`config.mk`:
```
export PLATFORM = sky130hd
export DESIGN_NAME = waypoint_velocity_profile
export DESIGN_NICKNAME = d
export VERILOG_FILES = /design/src/wvp_pkg.sv /design/src/wvp_unit.sv /design/src/wvp_seq.sv /design/src/waypoint_velocity_profile.sv
export SDC_FILE = /design/constraint.sdc
export NUM_CORES = 2
export LEC_CHECK = 0
export BUFFER_PORTS_ARGS = -buffer_cell sky130_fd_sc_hd__buf_2
export CAP_MARGIN = 25
export CORE_MARGIN = 4
export CORE_UTILIZATION = 50
export CTS_CLUSTER_SIZE = 10
export DETAILED_ROUTE_END_ITERATION = 7
export PLACE_DENSITY = 0.66
export SYNTH_ARGS = -nofsm -noshare
export SYNTH_HDL_FRONTEND = slang
export SYNTH_SLANG_ARGS = --single-unit
```
`constraint.sdc`:
```
create_clock -name aclk -period 16 [get_ports aclk]
set_input_delay 1.6 -clock aclk [delete_from_list [all_inputs] [get_ports aclk]]
set_output_delay 1.6 -clock aclk [all_outputs]
set_load 0.02 [all_outputs]
```
`src/wvp_pkg.sv`:
```
// Package for the waypoint velocity profile: widths, codes, payload and
// control structs. No dependencies.
`timescale 1ns / 1ps

package wvp_pkg;

    localparam int DIST_WIDTH  = 24;
    localparam int DIST_FRAC   = 8;
    localparam int SPEED_WIDTH = 16;
    localparam int ZONE_WIDTH  = 2;
    localparam int CFG_IDX_WIDTH = 2;

    // position fraction (Q0.16) and shape operand width
    localparam int FRAC_WIDTH  = 16;
    localparam int MUL_WIDTH   = FRAC_WIDTH + 1;
    localparam int SHAPE_SHIFT = FRAC_WIDTH - 2;

    // peak radicand floor(segment * 256 / 10) = (segment * RECIP_TEN) >> RECIP_SHIFT
    localparam int RECIP_WIDTH = 31;
    localparam logic [RECIP_WIDTH-1:0] RECIP_TEN = 31'h6666_6667;
    localparam int RECIP_SHIFT = 26;
    localparam int PROD_WIDTH  = DIST_WIDTH + RECIP_WIDTH;

    // shared divide / square root unit
    localparam int QUO_WIDTH  = DIST_WIDTH + DIST_FRAC;
    localparam int SQ_WIDTH   = 2 * ((QUO_WIDTH + 1) / 2);
    localparam int ROOT_WIDTH = SQ_WIDTH / 2;
    localparam int REM_WIDTH  = (DIST_WIDTH + 1 > ROOT_WIDTH + 3) ?
                                (DIST_WIDTH + 1) : (ROOT_WIDTH + 3);
    localparam int CNT_WIDTH  = $clog2(SQ_WIDTH + 1);

    localparam logic [DIST_WIDTH-1:0]  RADIUS_RESET    = DIST_WIDTH'(256);
    localparam logic [DIST_WIDTH-1:0]  BAND_RESET      = DIST_WIDTH'(1280);
    localparam logic [SPEED_WIDTH-1:0] MIN_SPEED_RESET = SPEED_WIDTH'(128);
    localparam logic [SPEED_WIDTH-1:0] PEAK_RESET      = SPEED_WIDTH'(256);

    typedef enum logic [CFG_IDX_WIDTH-1:0] {
        CFG_CAPTURE_RADIUS  = 2'd0,
        CFG_HYSTERESIS_BAND = 2'd1,
        CFG_MIN_SPEED       = 2'd2
    } cfg_idx_t;

    typedef enum logic [ZONE_WIDTH-1:0] {
        ZONE_NEAR    = 2'd0,
        ZONE_PROFILE = 2'd1,
        ZONE_HOLD    = 2'd2
    } zone_t;

    typedef enum logic {
        OP_DIV  = 1'b0,
        OP_SQRT = 1'b1
    } unit_op_t;

    typedef struct packed {
        logic [DIST_WIDTH-1:0] dist_from_last;
        logic [DIST_WIDTH-1:0] dist_to_next;
        logic [DIST_WIDTH-1:0] segment_length;
    } in_t;

    typedef struct packed {
        logic [SPEED_WIDTH-1:0] speed;
        logic [SPEED_WIDTH-1:0] peak_speed;
        logic [ZONE_WIDTH-1:0]  zone;
    } out_t;

    typedef struct packed {
        logic [DIST_WIDTH-1:0]  capture_radius;
        logic [DIST_WIDTH-1:0]  hysteresis_band;
        logic [SPEED_WIDTH-1:0] min_speed;
    } cfg_t;

    typedef struct packed {
        logic                  start;
        unit_op_t              op;
        logic [REM_WIDTH-1:0]  rem_init;
        logic [SQ_WIDTH-1:0]   operand;
        logic [DIST_WIDTH-1:0] divisor;
        logic [CNT_WIDTH-1:0]  steps;
    } unit_cmd_t;

    typedef struct packed {
        logic                done;
        logic [SQ_WIDTH-1:0] result;
    } unit_rsp_t;

endpackage

```
`src/wvp_unit.sv`:
```
// Shared restoring divide / square root unit, one quotient or root bit per cycle.
// Depends on wvp_pkg.
`timescale 1ns / 1ps

module wvp_unit (
    input  logic              aclk,
    input  logic              aresetn,
    input  wvp_pkg::unit_cmd_t cmd,
    output wvp_pkg::unit_rsp_t rsp
);
    import wvp_pkg::*;

    logic                  busy_reg;
    logic                  done_reg;
    logic [CNT_WIDTH-1:0]  cnt_reg;
    unit_op_t              op_reg;
    logic [REM_WIDTH-1:0]  rem_reg;
    logic [SQ_WIDTH-1:0]   shift_reg;
    logic [SQ_WIDTH-1:0]   res_reg;
    logic [DIST_WIDTH-1:0] divisor_reg;

    logic [REM_WIDTH-1:0]  cand;
    logic [REM_WIDTH-1:0]  trial;
    logic [REM_WIDTH:0]    diff;
    logic                  take;
    logic [REM_WIDTH-1:0]  rem_next;
    logic [SQ_WIDTH-1:0]   shift_next;

    always_comb begin
        if (op_reg == OP_SQRT) begin
            cand       = {rem_reg[REM_WIDTH-3:0], shift_reg[SQ_WIDTH-1 -: 2]};
            trial      = {res_reg[REM_WIDTH-3:0], 2'b01};
            shift_next = {shift_reg[SQ_WIDTH-3:0], 2'b00};
        end else begin
            cand       = {rem_reg[REM_WIDTH-2:0], shift_reg[SQ_WIDTH-1]};
            trial      = {{(REM_WIDTH-DIST_WIDTH){1'b0}}, divisor_reg};
            shift_next = {shift_reg[SQ_WIDTH-2:0], 1'b0};
        end
        diff     = {1'b0, cand} - {1'b0, trial};
        take     = !diff[REM_WIDTH];
        rem_next = take ? diff[REM_WIDTH-1:0] : cand;
    end

    always_ff @(posedge aclk) begin
        if (!aresetn) begin
            busy_reg <= 1'b0;
            done_reg <= 1'b0;
            cnt_reg  <= '0;
        end else begin
            done_reg <= 1'b0;
            if (cmd.start) begin
                busy_reg <= 1'b1;
                cnt_reg  <= cmd.steps;
            end else if (busy_reg) begin
                cnt_reg <= cnt_reg - 1'b1;
                if (cnt_reg == CNT_WIDTH'(1)) begin
                    busy_reg <= 1'b0;
                    done_reg <= 1'b1;
                end
            end
        end
    end

    always_ff @(posedge aclk) begin
        if (cmd.start) begin
            op_reg      <= cmd.op;
            rem_reg     <= cmd.rem_init;
            shift_reg   <= cmd.operand;
            res_reg     <= '0;
            divisor_reg <= cmd.divisor;
        end else if (busy_reg) begin
            rem_reg   <= rem_next;
            shift_reg <= shift_next;
            res_reg   <= {res_reg[SQ_WIDTH-2:0], take};
        end
    end

    assign rsp.done   = done_reg;
    assign rsp.result = res_reg;

endmodule

```
`src/wvp_seq.sv`:
```
// Sequencer: zone choice, peak and position through the shared unit, shape
// multiply, clamping, speed state and output register. Depends on wvp_pkg.
`timescale 1ns / 1ps

module wvp_seq (
    input  logic               aclk,
    input  logic               aresetn,
    input  logic               s_valid,
    output logic               s_ready,
    input  wvp_pkg::in_t       s_data,
    output logic               m_valid,
    input  logic               m_ready,
    output wvp_pkg::out_t      m_data,
    input  wvp_pkg::cfg_t      cfg,
    output wvp_pkg::unit_cmd_t ucmd,
    input  wvp_pkg::unit_rsp_t ursp
);
    import wvp_pkg::*;

    typedef enum logic [3:0] {
        S_IDLE,
        S_DIV10,
        S_ROOT,
        S_POS,
        S_POS_DIV,
        S_SHAPE,
        S_SCALE,
        S_SPEED,
        S_DONE
    } state_t;

    localparam logic [MUL_WIDTH-1:0] X_ONE = MUL_WIDTH'(1) << FRAC_WIDTH;

    state_t                 state_reg;
    logic                   m_valid_reg;
    out_t                   m_data_reg;
    unit_cmd_t              ucmd_reg;
    logic [SPEED_WIDTH-1:0] cur_speed_reg;
    logic [SPEED_WIDTH-1:0] peak_lim_reg;
    logic [ZONE_WIDTH-1:0]  zone_reg;
    logic [DIST_WIDTH-1:0]  dtn_reg;
    logic [DIST_WIDTH-1:0]  seg_reg;
    logic [MUL_WIDTH-1:0]   x_reg;
    logic [PROD_WIDTH-1:0]  prod_reg;
    logic [SPEED_WIDTH-1:0] vcand_reg;

    logic [DIST_WIDTH:0]    edge_dist;
    logic [DIST_WIDTH+1:0]  two_edge_dist;
    logic                   too_short;
    logic [DIST_WIDTH-1:0]  den;
    logic [DIST_WIDTH-1:0]  num;
    logic [DIST_WIDTH-1:0]  mul_a;
    logic [RECIP_WIDTH-1:0] mul_b;
    logic [PROD_WIDTH-1:0]  mul_p;
    logic                   start_next;
    logic [SPEED_WIDTH-1:0] root_sat;
    logic [SPEED_WIDTH-1:0] v_hi;
    logic [SPEED_WIDTH-1:0] v_out;
    logic                   accept;

    assign accept        = s_valid && s_ready;
    assign s_ready       = (state_reg == S_IDLE);
    assign edge_dist     = {1'b0, cfg.capture_radius} + {1'b0, cfg.hysteresis_band};
    assign two_edge_dist = {edge_dist, 1'b0};
    assign too_short     = ({2'b00, seg_reg} <= two_edge_dist) ||
                           ({1'b0, dtn_reg} <= edge_dist);
    assign den           = seg_reg - two_edge_dist[DIST_WIDTH-1:0];
    assign num           = dtn_reg - edge_dist[DIST_WIDTH-1:0];
    assign root_sat      = (|ursp.result[SQ_WIDTH-1:SPEED_WIDTH]) ?
                           {SPEED_WIDTH{1'b1}} : ursp.result[SPEED_WIDTH-1:0];
    assign v_hi          = (vcand_reg > peak_lim_reg) ? peak_lim_reg : vcand_reg;
    assign v_out         = (v_hi < cfg.min_speed) ? cfg.min_speed : v_hi;
    assign mul_p         = mul_a * mul_b;

    always_comb begin
        unique case (state_reg)
            S_DIV10: begin
                mul_a = seg_reg;
                mul_b = RECIP_TEN;
            end
            S_SHAPE: begin
                mul_a = DIST_WIDTH'(x_reg);
                mul_b = RECIP_WIDTH'(X_ONE - x_reg);
            end
            default: begin
                mul_a = DIST_WIDTH'({1'b0, peak_lim_reg - cfg.min_speed});
                mul_b = RECIP_WIDTH'(prod_reg[SHAPE_SHIFT +: MUL_WIDTH]);
            end
        endcase
    end

    always_comb begin
        unique case (state_reg)
            S_DIV10: start_next = 1'b1;
            S_POS:   start_next = !too_short && (num < den);
            default: start_next = 1'b0;
        endcase
    end

    always_ff @(posedge aclk) begin
        if (!aresetn) begin
            state_reg      <= S_IDLE;
            m_valid_reg    <= 1'b0;
            ucmd_reg.start <= 1'b0;
            cur_speed_reg  <= '0;
            peak_lim_reg   <= PEAK_RESET;
        end else begin
            ucmd_reg.start <= start_next;
            if (m_valid_reg && m_ready && state_reg != S_DONE) begin
                m_valid_reg <= 1'b0;
            end
            unique case (state_reg)
                S_IDLE: begin
                    if (accept) begin
                        dtn_reg <= s_data.dist_to_next;
                        seg_reg <= s_data.segment_length;
                        if (s_data.dist_from_last < cfg.capture_radius) begin
                            zone_reg  <= ZONE_NEAR;
                            vcand_reg <= cfg.min_speed;
                            state_reg <= S_DONE;
                        end else if ({1'b0, s_data.dist_from_last} > edge_dist) begin
                            zone_reg  <= ZONE_PROFILE;
                            state_reg <= S_DIV10;
                        end else begin
                            zone_reg  <= ZONE_HOLD;
                            vcand_reg <= cur_speed_reg;
                            state_reg <= S_DONE;
                        end
                    end
                end
                S_DIV10: begin
                    ucmd_reg.op       <= OP_SQRT;
                    ucmd_reg.rem_init <= '0;
                    ucmd_reg.operand  <= SQ_WIDTH'(mul_p >> RECIP_SHIFT);
                    ucmd_reg.steps    <= CNT_WIDTH'(ROOT_WIDTH);
                    state_reg         <= S_ROOT;
                end
                S_ROOT: begin
                    if (ursp.done) begin
                        peak_lim_reg <= root_sat;
                        state_reg    <= S_POS;
                    end
                end
                S_POS: begin
                    if (too_short) begin
                        x_reg     <= '0;
                        state_reg <= S_SHAPE;
                    end else if (num >= den) begin
                        x_reg     <= X_ONE;
                        state_reg <= S_SHAPE;
                    end else begin
                        ucmd_reg.op       <= OP_DIV;
                        ucmd_reg.rem_init <= REM_WIDTH'(num);
                        ucmd_reg.operand  <= '0;
                        ucmd_reg.divisor  <= den;
                        ucmd_reg.steps    <= CNT_WIDTH'(FRAC_WIDTH);
                        state_reg         <= S_POS_DIV;
                    end
                end
                S_POS_DIV: begin
                    if (ursp.done) begin
                        x_reg     <= {1'b0, ursp.result[FRAC_WIDTH-1:0]};
                        state_reg <= S_SHAPE;
                    end
                end
                S_SHAPE: begin
                    prod_reg  <= mul_p;
                    state_reg <= S_SCALE;
                end
                S_SCALE: begin
                    prod_reg  <= mul_p;
                    state_reg <= S_SPEED;
                end
                S_SPEED: begin
                    if (peak_lim_reg > cfg.min_speed) begin
                        vcand_reg <= cfg.min_speed + prod_reg[FRAC_WIDTH +: SPEED_WIDTH];
                    end else begin
                        vcand_reg <= cfg.min_speed;
                    end
                    state_reg <= S_DONE;
                end
                S_DONE: begin
                    if (!m_valid_reg || m_ready) begin
                        m_valid_reg           <= 1'b1;
                        m_data_reg.speed      <= v_out;
                        m_data_reg.peak_speed <= peak_lim_reg;
                        m_data_reg.zone       <= zone_reg;
                        cur_speed_reg         <= v_out;
                        state_reg             <= S_IDLE;
                    end
                end
                default: begin
                    state_reg <= S_IDLE;
                end
            endcase
        end
    end

    assign m_valid = m_valid_reg;
    assign m_data  = m_data_reg;
    assign ucmd    = ucmd_reg;

endmodule

```
`src/waypoint_velocity_profile.sv`:
```
// Top level of the waypoint velocity profile: configuration registers,
// sequencer and shared divide / square root unit. Depends on wvp_pkg.
//
//   port group   dir   handshake          payload
//   s_*          in    s_valid/s_ready    in_t  (three Q16.8 distances)
//   m_*          out   m_valid/m_ready    out_t (speed, peak_speed, zone)
//   cfg_*        in    cfg_we             cfg_idx, cfg_wdata
//
// Near and hold zones: an accepted item goes straight to S_DONE, which registers it.
// Profile zone: S_DIV10, S_ROOT, S_POS, S_POS_DIV when the position needs the divide,
// S_SHAPE, S_SCALE, S_SPEED, S_DONE; unit steps: 16 for the square root, 16 for the divide.
// One transaction at a time; s_ready is high only while the sequencer is idle. A
// result waiting on m_ready holds the next transaction in its last state.
// Reset (aresetn low, synchronous) restores register defaults and speed state.
`timescale 1ns / 1ps

module waypoint_velocity_profile (
    input  logic                                 aclk,
    input  logic                                 aresetn,
    input  logic                                 s_valid,
    output logic                                 s_ready,
    input  wvp_pkg::in_t                         s_data,
    output logic                                 m_valid,
    input  logic                                 m_ready,
    output wvp_pkg::out_t                        m_data,
    input  logic                                 cfg_we,
    input  logic [wvp_pkg::CFG_IDX_WIDTH-1:0]    cfg_idx,
    input  logic [wvp_pkg::DIST_WIDTH-1:0]       cfg_wdata
);
    import wvp_pkg::*;

    cfg_t      cfg_reg;
    unit_cmd_t ucmd;
    unit_rsp_t ursp;

    always_ff @(posedge aclk) begin
        if (!aresetn) begin
            cfg_reg.capture_radius  <= RADIUS_RESET;
            cfg_reg.hysteresis_band <= BAND_RESET;
            cfg_reg.min_speed       <= MIN_SPEED_RESET;
        end else if (cfg_we) begin
            unique case (cfg_idx)
                CFG_CAPTURE_RADIUS:  cfg_reg.capture_radius  <= cfg_wdata;
                CFG_HYSTERESIS_BAND: cfg_reg.hysteresis_band <= cfg_wdata;
                CFG_MIN_SPEED:       cfg_reg.min_speed       <= cfg_wdata[SPEED_WIDTH-1:0];
                default: begin
                end
            endcase
        end
    end

    wvp_seq u_seq (
        .aclk    (aclk),
        .aresetn (aresetn),
        .s_valid (s_valid),
        .s_ready (s_ready),
        .s_data  (s_data),
        .m_valid (m_valid),
        .m_ready (m_ready),
        .m_data  (m_data),
        .cfg     (cfg_reg),
        .ucmd    (ucmd),
        .ursp    (ursp)
    );

    wvp_unit u_unit (
        .aclk    (aclk),
        .aresetn (aresetn),
        .cmd     (ucmd),
        .rsp     (ursp)
    );

endmodule

```
==> reports/metrics.yaml <==
yosys:
  yosys_warnings: 0
  synth_top_family_by_area: "adder cells"
  synth_ff_type: "edfxtp_1"
  synth-compound-area-share_pct: 10.87
  avgSynthCellArea_um2: 9.772
  ys_seq_elements: 437
  yosys.area_share.adder_pct: 36.20
  muxShareOfSynthArea_pct: 3.409
  synth_area_um2: 44960
  yosys.area.top_type_share_pct: 24.71
  ys_async_sr_fraction_pct: 0
  seq_area_frac_synth_pct: 26.02
  synth.top_cells.by_area: "fa_1 25%, edfxtp_1 20%, ha_1 11%"
  syn_inst: 4601
  synthSimpleGateAreaFrac_pct: 12.36
  synth.largest_area_cell: "fa_1"
  synth_edf_count: 295
  synth_xor_area_share_pct: 2.922
  ys_types: 86
worst_hold_path:
  hp-class: "register to register"
  hold_depth: 0
grt:
  grt_max_degree: 89
  grt_overflow: 0
  grt_usage_pct: 28.14
  grt_pass1_vias: 33610
  antenna_found_initial: 6
  grt_pass1_wl_mm: 202.7
setup_path:
  cpPeakStageDelay_ns: 0.88
  cpMaxStageDelayCell: "nand3_1"
  r2r_slack_ns: 5.04
  crit_family: "adder cells"
  reg2reg_depth: 34
  startpoint_type: "register"
  cp-end-kind: "register"
  worstPathRequired_ns: 16.34
  cp.depth: 34
  crit_path_frequent_cell: "fa_1"
  crit_arrival_ns: 11.30
  crit_fanout: 16
  critical_path_class: "register to register"
  cp.buffers_inverters: 5
timing:
  skew_ns: 0.08500
  tns_ns: 0
  slew_headroom_pct: 26.56
  rsz0062_at_grt: "false"
  fmax_ghz: 0.09127
  timing.final.crit_share_pct: 68.48
  setup_viol: 0
  finalHoldViolCount: 0
  tightest_slew_ns: 1.102
  maxSlewViolCount: 0
  fin_crit_ns: 10.96
power_and_ir_drop:
  power_density_nw_per_um2: 226.5
  peakVddDrop_mv: 0.4083
  power.leakage_nw: 22.69
clock_tree:
  clk_latency_ns: 0.67
  ctsLongestPathBuffers: 3
  cts_setup_buffers: 0
  cts.sink_count: 437
  postCtsHoldBufs: 0
  path_clk_slew_ns: 0.06
  cts_tree: "done"
  cts_htree_levels: 2
  clock-root-buffer: "clkbuf_16"
  cts_resized: 0
  cts_made_buffers: 55
finish:
  final_cells: 6006
  fillers: 7923
  layout-area-overhead-vs-synth_pct: 9.294
  largest_reg_flops: 80
  nets: 5860
  drive_above_1_share_pct: 8.189
drt:
  dr.pass1.iters: 6
  drc_errors: 0
  route.vias.total: 33960
  vias_per_cell: 5.654
  routedWlPerCell_um: 22.21
  highest_layer: "met4"
  route.antenna.remaining_nets: 0
  finalWirelength_mm: 133.4
  wl_met3_mm: 12.20
  wl_met2_mm: 59.58
  drt_iter0_markers: 3295
  routedLengthMet1_mm: 57.60
placed_design:
  gp_congestion: 0.9659
  portBuffers: 138
  dp_hpwl_mm: 107.2
  place_inst: 5895
floorplanning:
  die_h_um: 307.9
  start_util_pct: 50.64
  std_cell_rows: 109
  fp.dieW_um: 307.9
  die_area_um2: 94790
  coreArea_um2: 88780
  io_pins: 139
flow_run:
  cap_violations: 0
status:
  outcome: "finished, final reports clean"
metal layers:
layer  global-route usage, %  up-vias
met2                   44.63     1405
met3                   4.546      219
met5                       0        -
li1                        -    15520
met4                   7.532        0
met1                   40.45    16820
per-stage QoR:
step / instance area, um2 / util [%] / setup WS (ns) / total power (W) / hold WS [ns]
after CTS: 49110 / 55.31 / 5.194 / 0.01106 / 0.4181
after floorplan: 45220 / - / 4.894 / 0.007932 / 0.4003
after global placement: 47320 / 53.30 / 5.525 / 0.009757 / 0.4018
final: 49140 / 55.35 / 5.044 / 0.01113 / 0.4149
after global routing: 49130 / 55.34 / 4.305 / 0.01226 / 0.4211
after detailed placement: 47370 / 53.35 / 5.301 / 0.009807 / 0.4045
layout make-up:
| type | instances | area [um2] | area share (%) |
|---|---|---|---|
| timing repair buffer | 198 | 1172 | 2.386 |
| antenna | 5 | 12.51 | 0.02546 |
| multi-input combinational | 3258 | 29910 | 60.86 |
| inverter | 839 | 3149 | 6.408 |
| clock inverter | 12 | 171.4 | 0.3488 |
| tap | 1165 | 1458 | 2.966 |
| sequential | 437 | 11710 | 23.82 |
| clock buffer | 92 | 1565 | 3.185 |
worst paths after layout:
path	from	to
worst max-delay path	cfg_reg[1]	u_seq.ucmd[49]
worst min-delay path	u_seq.ucmd[18]	u_unit.divisor_reg[12]
worst max register to register	cfg_reg[1]	u_seq.ucmd[49]
worst min register to register	u_seq.ucmd[18]	u_unit.divisor_reg[12]
cells in the final DEF (no fill, tap or decap), types with 32 or more instances in the layout:
cell       count
inv_1        837
fa_1         555
nand2_1      414
ha_1         413
nor2_1       329
edfxtp_1     295
a21oi_1      208
dfxtp_1      140
buf_2        138
o21ai_0      113
and2_1        89
mux2i_1       89
xnor2_1       88
a21o_1        84
nor3_1        70
conb_1        70
xor2_1        62
mux2_2        57
nand3_1       57
buf_4         57
clkbuf_16     55
nand2b_1      50
nor2b_1       47
a31oi_1       32
clkbuf_1      32
worst reg2reg max path, delay by kind of cell, from the launching register on:
family,cells,cell delay [ns]
AOI/OAI and AO/OA,12,3.74
DFF,1,0.37
buffers and inverters,5,0.39
xor gates and xnor gates,1,0.11
and+or+nand+nor,7,1.92
adders and majority gates,9,4.11
cells by family (layout without fill, tap and decap cells):
kind of cell	after synthesis	after routing
DFF	437	437
xor gates and xnor gates	150	150
muxes	146	146
adders and majority gates	968	968
AOI/OAI and AO/OA	726	726
other	2	75
and+or+nand+nor	1198	1198
buffers and inverters	974	1141
cells in the mapped netlist, types with 30 or more instances:
library cell,instances
a21o_1,84
a21oi_1,208
a31oi_1,32
and2_1,89
clkbuf_1,109
dfxtp_1,142
edfxtp_1,295
fa_1,555
ha_1,413
inv_1,837
mux2_2,57
mux2i_1,89
nand2_1,415
nand2b_1,50
nand3_1,57
nand4_1,30
nor2_1,332
nor2b_1,48
nor3_1,73
o21ai_0,114
xnor2_1,88
xor2_1,62
report_power, final:
group | switching (W) | internal, W | total [W]
clock network | 0.000507 | 0.000687 | 0.00119
registers | 0.0000664 | 0.00166 | 0.00172
logic | 0.00483 | 0.00339 | 0.00822
Power figures use the tool's default switching activity.
